$ cat src/hw/rtl/kce_pkg.sv
// Package: shared types, status codes and FSM states for the kmer coverage estimator.
package kce_pkg;

  localparam int unsigned FB = 16;

  typedef struct packed {
    logic [31:0] row_count;
    logic [31:0] row_frequency;
    logic        last_row;
  } kce_in_t;

  typedef struct packed {
    logic [47:0] coverage;
    logic [47:0] threshold_value;
    logic [63:0] kmers_total;
    logic [63:0] kmers_unique;
    logic [63:0] low_cut_total;
    logic [63:0] low_cut_unique;
    logic [63:0] high_cut_total;
    logic [63:0] high_cut_unique;
    logic [2:0]  status;
  } kce_out_t;

  localparam logic [2:0] ST_OK       = 3'd0;
  localparam logic [2:0] ST_NOFILT   = 3'd1;
  localparam logic [2:0] ST_NOLOW    = 3'd2;
  localparam logic [2:0] ST_NOTINC   = 3'd3;
  localparam logic [2:0] ST_FEW      = 3'd4;
  localparam logic [2:0] ST_FULL     = 3'd5;
  localparam logic [2:0] ST_OVF      = 3'd6;
  localparam logic [2:0] ST_INSUFF   = 3'd7;

  // queue entry from front to back: a row to store, a finish request, or both
  typedef struct packed {
    logic        fin;
    logic        keep;
    logic [31:0] cnt;
    logic [63:0] tot;
    logic [63:0] uni;
    logic [2:0]  err;
  } kce_cmd_t;

  typedef enum logic [4:0] {
    B_IDLE, B_TGT0, B_TGT1, B_SRCH, B_SRCHW, B_SRCHC,
    B_THR0, B_THR1, B_THRM, B_THRD, B_THRE,
    B_SQRT, B_SQRTM, B_CUT, B_CUTW, B_CUTC, B_CUTR, B_CUTS,
    B_CUTM, B_CUTD, B_CUTE, B_COV, B_COVD, B_OUT
  } kce_bstate_t;

endpackage

$ cat src/hw/rtl/kce_front.sv
// Front end: row checks, running totals and error latch; emits commands.
module kce_front #(
  parameter int unsigned TABLE_DEPTH = 256
) (
  input  logic              clk,
  input  logic              rst_n,
  input  logic              take,
  input  kce_pkg::kce_in_t  row,
  output logic              cmd_vld,
  output kce_pkg::kce_cmd_t cmd
);
  import kce_pkg::*;
  localparam int unsigned PW = $clog2(TABLE_DEPTH + 1);

  logic [PW-1:0] pts_r, pts_nxt;
  logic [63:0]   tot_r, tot_nxt, uni_r, uni_nxt, prod, nt, nu;
  logic [32:0]   prev_r, prev_nxt;
  logic [2:0]    err_r, err_nxt;
  logic          keep;

  // combinational product path: one 32x32 multiply, then adds
  always_comb begin
    pts_nxt = pts_r; tot_nxt = tot_r; uni_nxt = uni_r;
    prev_nxt = prev_r; err_nxt = err_r; keep = 1'b0;
    prod = 64'(row.row_count) * 64'(row.row_frequency);
    nt = tot_r + prod;
    nu = uni_r + 64'(row.row_frequency);
    if (take && err_r == ST_OK) begin
      if (!prev_r[32] && {1'b0, row.row_count} <= prev_r) begin
        err_nxt = ST_NOTINC;
      end else begin
        prev_nxt = {1'b0, row.row_count};
        if (row.row_count != 0 && row.row_frequency != 0) begin
          if (pts_r >= PW'(TABLE_DEPTH)) err_nxt = ST_FULL;
          else if (nt < tot_r || nu < uni_r) err_nxt = ST_OVF;
          else begin
            tot_nxt = nt; uni_nxt = nu; pts_nxt = pts_r + 1'b1; keep = 1'b1;
          end
        end
      end
    end
    cmd.fin = take && row.last_row;
    cmd.keep = keep;
    cmd.cnt = row.row_count;
    cmd.tot = cmd.fin ? tot_nxt : nt;
    cmd.uni = cmd.fin ? uni_nxt : nu;
    cmd.err = err_nxt;
    cmd_vld = keep || cmd.fin;
    if (cmd.fin) begin
      pts_nxt = '0; tot_nxt = '0; uni_nxt = '0; prev_nxt = 33'h1_0000_0000; err_nxt = ST_OK;
    end
  end

  always_ff @(posedge clk) begin
    if (!rst_n) begin
      pts_r <= '0; tot_r <= '0; uni_r <= '0; prev_r <= 33'h1_0000_0000; err_r <= ST_OK;
    end else begin
      pts_r <= pts_nxt; tot_r <= tot_nxt; uni_r <= uni_nxt;
      prev_r <= prev_nxt; err_r <= err_nxt;
    end
  end
endmodule

$ cat config.mk
export PLATFORM = sky130hd
export DESIGN_NAME = kce_front
export DESIGN_NICKNAME = d
export VERILOG_FILES = /design/src/hw/rtl/kce_pkg.sv /design/src/hw/rtl/kce_front.sv
export SDC_FILE = /design/constraint.sdc
export NUM_CORES = 2
export LEC_CHECK = 0
export BUFFER_PORTS_ARGS = -buffer_cell sky130_fd_sc_hd__buf_2
export CORE_UTILIZATION = 40
export DETAILED_ROUTE_END_ITERATION = 10
export PLACE_DENSITY = 0.55
export REMOVE_ABC_BUFFERS = 1
export SETUP_SLACK_MARGIN = 0.05
export SYNTH_ARGS = -nofsm -noshare
export SYNTH_HDL_FRONTEND = slang
export SYNTH_SLANG_ARGS = --single-unit
$ cat constraint.sdc
create_clock -name clk -period 10.65 [get_ports clk]
set_clock_uncertainty 0.2 [all_clocks]
set_input_delay 0.5325 -clock clk [delete_from_list [all_inputs] [get_ports clk]]
set_output_delay 0.5325 -clock clk [all_outputs]
set_load 0.1 [all_outputs]
# Word level (Yosys, flattened, before mapping)
# Index checks and enable logic that the tools add are counted.
[word_totals]
out_inout_bits = 166
in_bits = 68
reg_bits = 173
[op_classes]
n_reduce_logical = 13
bitwise_logic = 4
addsub = 3
n_mux = 22
magnitude_cmp = 4
mul = 1
[ops]
columns = ["cell", "count"]
rows = [
  ["$mux W64", 12],
  ["$lt A64 B64 Y1", 2],
  ["$add A64 B32 Y64", 1],
  ["$add A64 B64 Y64", 1],
  ["$mul A32 B32 Y64", 1],
  ["$reduce_bool A32 Y1", 2],
  ["$le A32 B33 Y1", 1],
  ["$mux W3", 5],
  ["$add A9 B1 Y9 const B", 1],
  ["$ge A9 B9 Y1 const B", 1],
  ["$mux W1", 5],
  ["$reduce_and A5 Y1", 1],
  ["$logic_and A1 B1 Y1", 4],
  ["$not A1 Y1", 4],
  ["$logic_not A3 Y1", 1],
  ["$logic_or A1 B1 Y1", 2],
  ["$reduce_and A2 Y1", 1],
  ["$reduce_or A2 Y1", 1],
  ["$logic_not A1 Y1", 1],
]

# Longest topological paths before layout
[logic_depth]
word_depth = 10
mapped_depth = 45

# Worst setup path before layout
# No wires, ideal clock.
[synth_path]
path_type = "in2out"
start = "input row[1] in the netlist's numbering"
end = "output cmd[2] in the netlist's numbering"
slack_ps = -1364
arrival_ps = 11281
stages = 38
required_time_ps = 9917
path_buffers = 2
cell_sequence = "clkbuf_1 nand2_1 fa_1 fa_1 inv_1 fa_1 inv_1 fa_1 inv_1 fa_1 fa_1 fa_1 inv_1 fa_1 inv_1 ha_1 clkbuf_1 and3_1 (+2 left out) o2111ai_1 nand2_1 a31oi_1 o31ai_1 and3_1 o22ai_1 xnor2_1 ha_1 a21oi_1 nor2b_1 o21ai_0 nand2b_1 a21oi_1 o21ai_0 a2111oi_0 a21o_1 a211oi_1 o31ai_1"
[synth_rtl]
columns = ["item", "line_no", "source"]
rows = [
  ["from (decl)", "kce_front.sv:8", "input kce_pkg::kce_in_t row,"],
  ["to (decl)", "kce_front.sv:10", "output kce_pkg::kce_cmd_t cmd"],
]

==> results.md <==
* PnR worst setup slack at -641 ps
* Hold crit path type: flop to flop
* Antenna violations before repair at 12
* DR pass1 iterations at 6
* TritonCTS buffer count at 17
* Layout Nets at 7,707
* Crit path time final at 11,290 ps
* Final worst path period share at 106%
* First-pass GRT wire length at 258,000 um
* Number of global-route vias before repair at 43.3k
* Worst setup SP type: input port
* Outcome: complete, but fails checks
* WP data required at 9920 ps
* Cell Area, Synth at 0.0488 mm2
* CTS H-Tree Depth at 4
* Via count at 41.1k
* Met1 usage at 36.8%
* Initial Utilization at 40.5%
* Ys async rst share at 0%
* WL/cell at 21.4 um
* Most frequent cells in the layout: inv_1 (1,182), fa_1 (951), nand2_1 (685), buf_4 (519), and2_1 (483)
* Final-report max-slew violation count at 0
* EDFF count, synth at 0
* Register clock-pin slew on the reported worst setup and hold paths at 80 ps
* Die width at 351 um
* DP HPWL at 139,000 um
* Maxcap violations at 0
* Share of layout cells above drive strength 1 at 19.8%
* Largest net degree at the start of global routing at 87
* Pre-CTS setup slack at -1560 ps
* Final hold violation count at 0
* RSZ-0062 raised after global routing: yes
* GPL Wtd Cong at 0.962
* Fmax at 0.0886 GHz
* Clock Sinks at 173
* Clock Tree Root: clkbuf_16
* Worst-Margin Slew at 1460 ps
* I/O Buffers at 233
* Residual DRC count at 0
* Cell mode on critical path: fa_1
* DRT Wirelength at 169,000 um
* IO Pins at 234
* Met2 Usage GRT at 44.4%
* Grt peak-use layer: met2
* Iter 0 DRT Violations at 2,445
* # fillers at 11.4k
* Synth-to-Final Area Change at 26.0%
* Setup TNS at -64,590 ps
* Failing checks: negative setup slack
* CP max-delay cell: fa_1
* CP Capture Type: output pin
* Max Root-Sink Buffers at 2
* CORE AREA at 0.120 mm2
* CP max stage delay at 570 ps
* GR Overflow Total at 0
* Routed vias/inst at 5.21
* Gate Count Post-Synth at 5,696
* CP arrival at 10,560 ps
* Yosys reg bits at 173
* WS Path Type: input port to output pin
* Die Height at 351 um
* Final ANT Viol Nets at 0
* Ys Warns at 0
* Total Routing Usage GR at 27.9%
* Num rows at 127
* CTS tree: done
* Most common cell after layout, fill and taps aside: inv_1
* Slew headroom at 2.60%
* Register area share after synthesis at 7.10%
* Clk Latency, worst-skew pair at 520 ps
* GR Util met3 at 6.25%
* Die ar. at 0.123 mm2
* Mapped Avg Cell Area at 8.56 um2
* Crit Path Max Fanout at 7
* Commonest register cell after synthesis: dfxtp_1
* Setup violators final at 132
* Netlist cell types at 78
* Hold_buf cts at 0
-- cell usage after synthesis (35+ instances only) --
library cell     n  area, um2
clkbuf_1       249        935
nand3_1         36        180
inv_1         1205       4520
buf_4           35        263
dfxtp_1        173       3460
ha_1           418       5230
nand4_1         44        275
mux2i_1        113       1130
o21ai_1        110        551
and2_1         495       3100
nand2_1        690       2590
xor2_1          39        342
fa_1           961      19200
xnor2_1         85        744
nor2_1         225        845
o21ai_0        134        671
a21oi_1        171        856
nor3_1          44        220
a21o_1          75        563
-- kinds of logic after synthesis --
family,after synthesis,synth area share (%)
buffers and inverters,1533,12.3
AOI/OAI and AO/OA,701,9.06
DFF,173,7.10
adders and majority gates,1379,50.2
muxes,127,2.64
and+or+nand+nor,1659,16.5
xor gates and xnor gates,124,2.23
-- stage by stage --
step	std cells	cell area [um2]	utilization [%]	hold slack, ps
2_1_floorplan	5370	47300	-	236
5_1_grt	7886	61400	51.0	283
6_report	7886	61400	51.0	258
4_1_cts	7854	60000	49.8	258
3_5_place_dp	7787	57200	47.5	247
3_3_place_gp	7787	57200	47.5	241
-- repair_timing --
action                                 4_1_cts  5_1_grt
setup endpoints to repair                  264      144
endpoints found under the hold margin        0        0
buffers inserted                            29       26
pin swaps                                   62       64
gates resized for setup                    405      299
gates cloned                                 8        9
-- worst paths after layout --
| path | endpoint | startpoint | cells after the start | slack (ps) |
|---|---|---|---|---|
| setup / recovery | cmd[4] | row[49] | 44 | -640 |
| hold / removal | tot_r[57] | tot_r[57] | 2 | 260 |
| setup reg to reg | uni_r[39] | tot_r[18] | 46 | 250 |
| hold reg to reg | tot_r[57] | tot_r[57] | 2 | 260 |
-- critical path: cells and delay by family --
family	cells	cell delay [ps]
adder cells (fa/ha/maj)	10	4500
AO/OA/AOI/OAI	10	1830
AND/OR/NAND/NOR	10	1520
buffers and inverters	12	1440
multiplexers	2	710
-- routing by layer --
layer | share of wire [%] | up-vias
li1 | - | 18561
met1 | 42 | 20818
met2 | 46 | 1425
met5 | 0.039 | -
met3 | 7.9 | 296
met4 | 4.3 | 8
-- area by class of cell --
type                            count  area [um2]  area share, %
Antenna cell                        1        2.50        0.00407
Timing Repair inverter              1        16.3         0.0265
Inverter                         1207        4560           7.42
Clock buffer                       17         425          0.693
Sequential cell                   173        3470           5.65
Tap cell                         1612        2020           3.28
Clock inverter                     15         214          0.348
Multi-Input combinational cell   3990       41300           67.2
Timing Repair Buffer              870        9450           15.4
-- sequential cells by signal, indices dropped and copies added, names as in the netlist --
name / count
pts_r: 9
err_r: 3
uni_r: 64
prev_r: 33
tot_r: 64
Power is left out: the tool's default activity adds up to more than one toggle a clock period on the data nets, which glitch-free logic cannot reach.
